--- src/hw/rtl/pqts_pkg.sv ---
package pqts_pkg;

    // Field widths fixed by the interface.
    localparam int TASK_W   = 4;
    localparam int PRIO_W   = 8;
    localparam int SLICE_W  = 16;
    localparam int COUNT_W  = 5;
    localparam int APB_AW   = 4;
    localparam int APB_DW   = 32;

    // Reset values of the idle task registers.
    localparam logic [TASK_W-1:0]  IDLE_TASK_RST    = 4'd0;
    localparam logic [PRIO_W-1:0]  IDLE_PRIO_RST    = 8'd0;
    localparam logic [SLICE_W-1:0] IDLE_QUANTUM_RST = 16'd10;

    // Register indexes on the configuration port (byte address / 4).
    localparam logic [1:0] REG_IDLE_TASK    = 2'd0;
    localparam logic [1:0] REG_IDLE_PRIO    = 2'd1;
    localparam logic [1:0] REG_IDLE_QUANTUM = 2'd2;

    typedef enum logic [1:0] {
        OP_TICK  = 2'd0,
        OP_READY = 2'd1,
        OP_LEAVE = 2'd2,
        OP_NONE  = 2'd3
    } pqts_op_t;

    typedef struct packed {
        pqts_op_t            op;
        logic [TASK_W-1:0]   task_id;
        logic [PRIO_W-1:0]   priority_req;
        logic [SLICE_W-1:0]  quantum;
    } pqts_cmd_t;

    typedef struct packed {
        logic [TASK_W-1:0]   running_task;
        logic [PRIO_W-1:0]   running_priority;
        logic                switched;
        logic [SLICE_W-1:0]  slice_left;
        logic [COUNT_W-1:0]  ready_count;
        logic                dropped;
    } pqts_rsp_t;

    // One ready-queue entry.
    typedef struct packed {
        logic [TASK_W-1:0]   task_id;
        logic [PRIO_W-1:0]   prio;
        logic [SLICE_W-1:0]  slice;
    } qentry_t;

    // What the whole row of queue cells does in one cycle.
    typedef enum logic [1:0] {
        Q_HOLD,
        Q_INSERT,
        Q_POP,
        Q_POP_INSERT
    } qmode_t;

    typedef struct packed {
        qmode_t   mode;
        qentry_t  item;
    } qcmd_t;

    typedef enum logic {
        ST_IDLE,
        ST_REINSERT
    } pqts_state_t;

endpackage

--- src/hw/rtl/priority_quantum_task_scheduler.sv ---
// Channel   Direction  Handshake              Payload
// cmd       in         cmd_valid / cmd_ready  pqts_cmd_t (op, task_id, priority_req, quantum)
// rsp       out        rsp_valid / rsp_ready  pqts_rsp_t (one status beat per cmd beat)
// apb       in         psel/penable/pready    idle_task_id, idle_priority, idle_quantum
//
// A command beat is done in ST_IDLE, or passes on to ST_REINSERT when a preemption must put
// the displaced task back into the ready queue; ST_REINSERT is one more shift of the cell row.
// The ready queue is a row of MAX_TASKS cells that insert or pop in a single shift.
// Reset is asynchronous and active low; no clearing pass is needed after it.
// A new command beat is taken only while the response register is empty or being
// drained, so a stalled rsp channel stalls cmd after at most one beat.
module priority_quantum_task_scheduler
    import pqts_pkg::*;
#(
    parameter int MAX_TASKS = 16
)
(
    input  logic                clk,
    input  logic                rst_n,

    input  logic                cmd_valid,
    output logic                cmd_ready,
    input  pqts_cmd_t           cmd,

    output logic                rsp_valid,
    input  logic                rsp_ready,
    output pqts_rsp_t           rsp,

    input  logic                psel,
    input  logic                penable,
    input  logic                pwrite,
    input  logic [APB_AW-1:0]   paddr,
    input  logic [APB_DW-1:0]   pwdata,
    output logic [APB_DW-1:0]   prdata,
    output logic                pready
);

    localparam int FILL_W = $clog2(MAX_TASKS + 1);

    // Configuration registers.
    logic [TASK_W-1:0]  idle_task_reg,    idle_task_next;
    logic [PRIO_W-1:0]  idle_prio_reg,    idle_prio_next;
    logic [SLICE_W-1:0] idle_quantum_reg, idle_quantum_next;

    // The running task and its slice bookkeeping.
    logic [TASK_W-1:0]  cur_task_reg,  cur_task_next;
    logic [PRIO_W-1:0]  cur_prio_reg,  cur_prio_next;
    logic [SLICE_W-1:0] cur_slice_reg, cur_slice_next;
    logic [SLICE_W-1:0] ticks_reg,     ticks_next;
    logic               idle_run_reg,  idle_run_next;

    logic [FILL_W-1:0]  fill_reg, fill_next;
    pqts_state_t        state_reg, state_next;

    // Holds the task that was displaced until it is put back into the queue.
    qentry_t            save_reg, save_next;

    pqts_rsp_t          rsp_reg, rsp_next;
    logic               rsp_valid_reg, rsp_valid_next;

    // Queue row.
    qcmd_t              qcmd;
    qentry_t            cell_entry [MAX_TASKS];
    logic [MAX_TASKS-1:0] cell_flag;
    logic [MAX_TASKS-1:0] occ;

    logic               fire;
    logic               cfg_write;
    logic               q_empty;
    logic               q_full;
    logic               lands_before;
    logic [SLICE_W-1:0] ticks_dec;
    qentry_t            head;
    qentry_t            new_item;
    qentry_t            cur_item;
    logic               sw;
    logic               drop;
    logic               load_rsp;

    assign cmd_ready = (state_reg == ST_IDLE) && (!rsp_valid_reg || rsp_ready);
    assign fire      = cmd_valid && cmd_ready;
    assign rsp_valid = rsp_valid_reg;
    assign rsp       = rsp_reg;
    assign pready    = 1'b1;
    assign cfg_write = psel && penable && pwrite;

    assign head      = cell_entry[0];
    assign q_empty   = (fill_reg == '0);
    assign q_full    = (fill_reg == FILL_W'(MAX_TASKS));
    assign ticks_dec = (ticks_reg == '0) ? '0 : ticks_reg - 16'd1;

    assign new_item  = '{task_id: cmd.task_id, prio: cmd.priority_req, slice: cmd.quantum};
    assign cur_item  = '{task_id: cur_task_reg, prio: cur_prio_reg, slice: cur_slice_reg};

    // The new task lands before an existing entry when any occupied cell
    // holds a lower priority than it.
    assign lands_before = |(cell_flag & occ);

    genvar gi;
    generate
        for (gi = 0; gi < MAX_TASKS; gi++)
        begin : g_cell
            logic    left_flag;
            logic    right_flag;
            qentry_t left_entry;
            qentry_t right_entry;

            assign occ[gi] = (fill_reg > FILL_W'(gi));

            if (gi == 0)
            begin : g_first
                assign left_flag  = 1'b0;
                assign left_entry = cell_entry[gi];
            end
            else
            begin : g_mid_l
                assign left_flag  = cell_flag[gi-1];
                assign left_entry = cell_entry[gi-1];
            end

            if (gi == MAX_TASKS - 1)
            begin : g_last
                assign right_flag  = 1'b1;
                assign right_entry = cell_entry[gi];
            end
            else
            begin : g_mid_r
                assign right_flag  = cell_flag[gi+1];
                assign right_entry = cell_entry[gi+1];
            end

            pqts_cell u_cell (
                .clk         (clk),
                .qcmd        (qcmd),
                .occupied    (occ[gi]),
                .left_flag   (left_flag),
                .right_flag  (right_flag),
                .left_entry  (left_entry),
                .right_entry (right_entry),
                .entry       (cell_entry[gi]),
                .flag        (cell_flag[gi])
            );
        end
    endgenerate

    // Next state of the scheduler and the command for the cell row.
    always_comb
    begin
        idle_task_next    = idle_task_reg;
        idle_prio_next    = idle_prio_reg;
        idle_quantum_next = idle_quantum_reg;
        cur_task_next     = cur_task_reg;
        cur_prio_next     = cur_prio_reg;
        cur_slice_next    = cur_slice_reg;
        ticks_next        = ticks_reg;
        idle_run_next     = idle_run_reg;
        fill_next         = fill_reg;
        state_next        = state_reg;
        save_next         = save_reg;
        qcmd.mode         = Q_HOLD;
        qcmd.item         = new_item;
        sw                = 1'b0;
        drop              = 1'b0;
        load_rsp          = 1'b0;

        unique case (state_reg)
            ST_IDLE:
            begin
                if (fire)
                begin
                    load_rsp = 1'b1;
                    unique case (cmd.op)
                        OP_TICK:
                        begin
                            if ((ticks_dec == '0) ? !q_empty
                                                  : (!q_empty && head.prio > cur_prio_reg))
                            begin
                                if (!idle_run_reg && cur_prio_reg > head.prio)
                                begin
                                    // Expiry, but the running task still ranks first.
                                    ticks_next = cur_slice_reg;
                                end
                                else
                                begin
                                    sw             = 1'b1;
                                    qcmd.mode      = Q_POP;
                                    fill_next      = fill_reg - FILL_W'(1);
                                    cur_task_next  = head.task_id;
                                    cur_prio_next  = head.prio;
                                    cur_slice_next = head.slice;
                                    ticks_next     = head.slice;
                                    idle_run_next  = 1'b0;
                                    if (!idle_run_reg)
                                    begin
                                        save_next  = cur_item;
                                        state_next = ST_REINSERT;
                                        load_rsp   = 1'b0;
                                    end
                                end
                            end
                            else if (ticks_dec == '0)
                            begin
                                ticks_next = cur_slice_reg;
                            end
                            else
                            begin
                                ticks_next = ticks_dec;
                            end
                        end
                        OP_READY:
                        begin
                            if (q_full)
                            begin
                                drop = 1'b1;
                            end
                            else if (lands_before && cmd.priority_req > cur_prio_reg)
                            begin
                                sw            = 1'b1;
                                idle_run_next = 1'b0;
                                if (cell_flag[0])
                                begin
                                    // The new task would be the head: run it directly.
                                    cur_task_next  = new_item.task_id;
                                    cur_prio_next  = new_item.prio;
                                    cur_slice_next = new_item.slice;
                                    ticks_next     = new_item.slice;
                                end
                                else
                                begin
                                    qcmd.mode      = Q_POP_INSERT;
                                    cur_task_next  = head.task_id;
                                    cur_prio_next  = head.prio;
                                    cur_slice_next = head.slice;
                                    ticks_next     = head.slice;
                                end
                                if (!idle_run_reg)
                                begin
                                    save_next  = cur_item;
                                    state_next = ST_REINSERT;
                                    load_rsp   = 1'b0;
                                end
                            end
                            else
                            begin
                                qcmd.mode = Q_INSERT;
                                fill_next = fill_reg + FILL_W'(1);
                            end
                        end
                        OP_LEAVE:
                        begin
                            sw = 1'b1;
                            if (!q_empty)
                            begin
                                qcmd.mode      = Q_POP;
                                fill_next      = fill_reg - FILL_W'(1);
                                cur_task_next  = head.task_id;
                                cur_prio_next  = head.prio;
                                cur_slice_next = head.slice;
                                ticks_next     = head.slice;
                                idle_run_next  = 1'b0;
                            end
                            else
                            begin
                                cur_task_next  = idle_task_reg;
                                cur_prio_next  = idle_prio_reg;
                                cur_slice_next = idle_quantum_reg;
                                ticks_next     = idle_quantum_reg;
                                idle_run_next  = 1'b1;
                            end
                        end
                        OP_NONE:
                        begin
                            sw = 1'b0;
                        end
                        default:
                        begin
                            sw = 1'b0;
                        end
                    endcase
                end
            end
            ST_REINSERT:
            begin
                // Put the displaced task back; the queue has room, as it was not full or its head was popped.
                qcmd.mode  = Q_INSERT;
                qcmd.item  = save_reg;
                fill_next  = fill_reg + FILL_W'(1);
                sw         = 1'b1;
                load_rsp   = 1'b1;
                state_next = ST_IDLE;
            end
            default:
            begin
                state_next = ST_IDLE;
            end
        endcase

        // The user must make configuration writes only while no command is in flight; the block does not enforce this.
        if (cfg_write)
        begin
            unique case (paddr[3:2])
                REG_IDLE_TASK:
                begin
                    idle_task_next = pwdata[TASK_W-1:0];
                    if (idle_run_reg)
                    begin
                        cur_task_next = pwdata[TASK_W-1:0];
                    end
                end
                REG_IDLE_PRIO:
                begin
                    idle_prio_next = pwdata[PRIO_W-1:0];
                    if (idle_run_reg)
                    begin
                        cur_prio_next = pwdata[PRIO_W-1:0];
                    end
                end
                REG_IDLE_QUANTUM:
                begin
                    idle_quantum_next = pwdata[SLICE_W-1:0];
                    if (idle_run_reg)
                    begin
                        cur_slice_next = pwdata[SLICE_W-1:0];
                    end
                end
                default:
                begin
                    idle_task_next = idle_task_reg;
                end
            endcase
        end

        rsp_next.running_task     = cur_task_next;
        rsp_next.running_priority = cur_prio_next;
        rsp_next.switched         = sw;
        rsp_next.slice_left       = ticks_next;
        rsp_next.ready_count      = COUNT_W'(fill_next);
        rsp_next.dropped          = drop;

        if (load_rsp)
        begin
            rsp_valid_next = 1'b1;
        end
        else if (rsp_ready)
        begin
            rsp_valid_next = 1'b0;
        end
        else
        begin
            rsp_valid_next = rsp_valid_reg;
        end
    end

    always_comb
    begin
        unique case (paddr[3:2])
            REG_IDLE_TASK:    prdata = APB_DW'(idle_task_reg);
            REG_IDLE_PRIO:    prdata = APB_DW'(idle_prio_reg);
            REG_IDLE_QUANTUM: prdata = APB_DW'(idle_quantum_reg);
            default:          prdata = '0;
        endcase
    end

    always_ff @(posedge clk or negedge rst_n)
    begin
        if (!rst_n)
        begin
            idle_task_reg    <= IDLE_TASK_RST;
            idle_prio_reg    <= IDLE_PRIO_RST;
            idle_quantum_reg <= IDLE_QUANTUM_RST;
            cur_task_reg     <= IDLE_TASK_RST;
            cur_prio_reg     <= IDLE_PRIO_RST;
            cur_slice_reg    <= IDLE_QUANTUM_RST;
            ticks_reg        <= IDLE_QUANTUM_RST;
            idle_run_reg     <= 1'b1;
            fill_reg         <= '0;
            state_reg        <= ST_IDLE;
            rsp_valid_reg    <= 1'b0;
        end
        else
        begin
            idle_task_reg    <= idle_task_next;
            idle_prio_reg    <= idle_prio_next;
            idle_quantum_reg <= idle_quantum_next;
            cur_task_reg     <= cur_task_next;
            cur_prio_reg     <= cur_prio_next;
            cur_slice_reg    <= cur_slice_next;
            ticks_reg        <= ticks_next;
            idle_run_reg     <= idle_run_next;
            fill_reg         <= fill_next;
            state_reg        <= state_next;
            rsp_valid_reg    <= rsp_valid_next;
        end
    end

    // Payload registers.
    always_ff @(posedge clk)
    begin
        save_reg <= save_next;
        if (load_rsp)
        begin
            rsp_reg <= rsp_next;
        end
    end

endmodule

--- src/hw/rtl/pqts_cell.sv ---
module pqts_cell
    import pqts_pkg::*;
(
    input  logic    clk,
    input  qcmd_t   qcmd,
    input  logic    occupied,
    input  logic    left_flag,
    input  logic    right_flag,
    input  qentry_t left_entry,
    input  qentry_t right_entry,
    output qentry_t entry,
    output logic    flag
);

    qentry_t entry_reg;
    qentry_t entry_next;

    // The broadcast item belongs at or before this slot when the slot is empty
    // or holds a strictly lower priority. Along the sorted row this is monotone.
    assign flag  = !occupied || (qcmd.item.prio > entry_reg.prio);
    assign entry = entry_reg;

    always_comb
    begin
        entry_next = entry_reg;
        unique case (qcmd.mode)
            Q_HOLD:
            begin
                entry_next = entry_reg;
            end
            Q_INSERT:
            begin
                if (left_flag)
                begin
                    entry_next = left_entry;
                end
                else if (flag)
                begin
                    entry_next = qcmd.item;
                end
            end
            Q_POP:
            begin
                entry_next = right_entry;
            end
            Q_POP_INSERT:
            begin
                // The head leaves and the item goes in, all in one shift.
                if (flag)
                begin
                    entry_next = entry_reg;
                end
                else if (right_flag)
                begin
                    entry_next = qcmd.item;
                end
                else
                begin
                    entry_next = right_entry;
                end
            end
            default:
            begin
                entry_next = entry_reg;
            end
        endcase
    end

    always_ff @(posedge clk)
    begin
        entry_reg <= entry_next;
    end

endmodule

--- config.mk ---
export PLATFORM = sky130hd
export DESIGN_NAME = priority_quantum_task_scheduler
export DESIGN_NICKNAME = d
export VERILOG_FILES = /design/src/hw/rtl/pqts_pkg.sv /design/src/hw/rtl/priority_quantum_task_scheduler.sv /design/src/hw/rtl/pqts_cell.sv
export SDC_FILE = /design/constraint.sdc
export NUM_CORES = 2
export LEC_CHECK = 0
export ABC_AREA = 1
export BUFFER_PORTS_ARGS = -buffer_cell sky130_fd_sc_hd__buf_4
export CAP_MARGIN = 30
export CORE_ASPECT_RATIO = 0.9
export CORE_MARGIN = 3
export CORE_UTILIZATION = 45
export CTS_CLUSTER_SIZE = 20
export DETAILED_ROUTE_END_ITERATION = 10
export SLEW_MARGIN = 30
export SYNTH_ARGS = -nofsm -noshare
export SYNTH_HDL_FRONTEND = slang
export SYNTH_SLANG_ARGS = --single-unit
--- constraint.sdc ---
create_clock -name clk -period 16.1 [get_ports clk]
set_input_delay 1.61 -clock clk [delete_from_list [all_inputs] [get_ports clk]]
set_output_delay 1.61 -clock clk [all_outputs]
set_load 0.03 [all_outputs]
==> metrics.yaml <==
setup_path:
  slowest_stage: "buf_4"
  worst-setup-path-type: "reg -> reg"
  cp.required_ps: 16420
  critPathLaunchType: "flip-flop"
  path_common_cell: "buf_4"
  cpPeakStageDelay_ps: 890
  cp.depth: 31
  critPathTopFamily: "buffers and inverters"
  worst-path-buf-inv: 13
  end_kind: "flip-flop"
  cp_max_fo: 97
  crit_arrival_ps: 10240
  r2r_cells: 31
floorplanning:
  die_x_um: 342
  fp.dieH_um: 309
  die-area_um2: 106000
  fp-row-count: 110
  start_util: 0.456
  io_pins: 143
  core_um2: 100000
outcome:
  outcome: "finished, final reports clean"
clock_tree:
  post_cts_buffers: 0
  cts_max_path_buffers: 3
  clock_latency_ps: 650
  clock-root-buffer: "clkbuf_16"
  cts_max_level: 3
  cts_tree: "done"
  postCtsResizedCells: 0
  numCtsBuffers: 75
  clk_pin_slew_worst_paths_ps: 60
  postCtsHoldBufs: 0
  cts.sinks: 591
routing:
  wirelength_um: 156000
  met1_length_um: 71600
  highest_layer: "met4"
  wl_per_cell_um: 20.9
  drt_iter0_drc: 5872
  firstDrtPassIters: 6
  drc: 0
  via_per_inst: 6.29
  drt.antenna.violating_nets: 0
  route.met3.wl_um: 13700
  vias: 46958
  dr_wl_met2_um: 67300
synth:
  ys_ff_latch: 591
  yosys_warnings: 0
  synth_area_leaders: "edfxtp_1, nand2_1, nand4_1"
  netlist_instances: 6381
  syn-mean-instance-area_um2: 7.18
  synth_cell_type_count: 41
  netlist_area_um2: 45800
  yosysTopAreaCell: "edfxtp_1"
  yosysSeqAreaShare: 0.379
  yosysTopAreaCellShare: 0.335
cells_and_area:
  fin_cells: 7470
  nets: 6288
  design_area_um2: 49000
  largest_reg_flops: 448
  syn2layout_area_growth_pct: 6.99
  drive_gt1_frac: 0.0671
placement:
  dp.cells: 7332
  gp_congestion: 0.915
  post_dp_cell_area_um2: 46700
  port_buffers: 107
  dp.final_hpwl_um: 94700
  pre_cts_ws_ps: 5760
timing:
  finClkSkew_ps: 25.3
  timing.setup.tns_ps: 0
  min_period_ps: 9920
  max_slew_margin: 0.280
  tightest_slew_ps: 1080
  report.final.slew_viol_count: 0
  hold_viol_final: 0
  setup_viol_count_final: 0
  rsz0062_at_grt: "no"
  period_share: 0.616
  worst_slack_ps: 6180
  max_clock_freq_mhz: 101
flow_run:
  cap_viol_max_count: 0
global_route:
  grt_overflow_total: 0
  grt_pass1_vias: 42377
  grt_max_degree: 231
  grt_use_total: 0.285
  antenna_found_initial: 3
  grt_pass1_wl_um: 247000
min_path:
  holdPathStages: 0
  hold_class: "reg -> reg"
worst paths after layout:
check,startpoint,to,slack [ps]
worst max-delay path,state_reg,g_cell[15].u_cell.entry[2],6180
worst min-delay path,cur_task_reg[3],save_reg[27],500
worst max register to register,state_reg,g_cell[15].u_cell.entry[2],6180
worst min register to register,cur_task_reg[3],save_reg[27],500
max in group asynchronous,rst_n,idle_quantum_reg[8],14350
min in group asynchronous,rst_n,cur_task_reg[0],820
synth_stat cells:
master and count:
nand2_2 5, a21boi_0 1, edfxtp_1 511, o21ai_1 34, buf_1 24, buf_4 45, o221ai_1 4, or2_2 30
nand3b_1 7, ha_1 150, buf_6 7, a21o_1 4, nor2_1 290, buf_2 162, clkbuf_1 385, nand3_1 559
nor2_2 4, a211oi_1 1, inv_1 354, a22oi_1 1, nor4_1 1, dfstp_2 7, clkinv_1 10, conb_1 2
nor3_1 4, a21oi_1 445, o211ai_1 16, o21bai_1 5, o22ai_1 73, o21a_1 12, o31ai_1 2, inv_2 4
a21oi_2 1, o21ai_0 736, nand3_2 2, nand2_1 1512, dfrtp_1 73, nand4_1 890, nand4_2 1, mux2_2 4
xor2_1 3
layout make-up:
cell class	instances	area (um^2)
multi-input cells	4814	24600
clock buffers	95	2000
inverters	368	1400
repair buffers	215	1680
clock inverters	41	344
well taps	1344	1680
diodes	2	5.00
flip-flops and latches	591	17400
fillers	9950	51400
layer usage:
layer  up-vias  global-route usage
met5         -                   0
met4         0              0.0836
met3       231              0.0395
met2      2222               0.426
met1     22286               0.426
li1      22219                   -
layout by cell type (no fill, tap or decap), types with 9 or more instances in the layout:
cell	count
a21oi_1	444
buf_4	207
clkbuf_1	17
clkbuf_16	77
clkinv_1	26
clkinv_2	9
conb_1	17
dfrtp_1	73
edfxtp_1	511
ha_1	150
inv_1	349
inv_2	10
nand2_1	1495
nand2_2	11
nand2_4	9
nand3_1	556
nand4_1	890
nor2_1	286
o211ai_1	16
o21a_1	12
o21ai_0	716
o21ai_1	50
o22ai_1	73
or2_2	30
kinds of logic (layout without fill, tap and decap cells):
group	after synthesis	in the layout	synth area share
simple gates	3305	3305	0.338
mux	4	4	0.000983
buf+inv	991	719	0.0904
compound gates	1335	1335	0.150
other cells	2	19	0.000164
fa+ha+maj	150	150	0.0409
flops	591	591	0.379
xor+xnor	3	3	0.000573
per-stage QoR:
step | utilization | hold WS (ps)
final | 0.488 | 497
after global routing | 0.488 | 508
after CTS | 0.488 | 491
after detailed placement | 0.465 | 474
after global placement | 0.464 | 461
after floorplan | - | 447
Power is not shown: default switching activity piles up to over one toggle a cycle in this logic, so the estimate is an artifact.
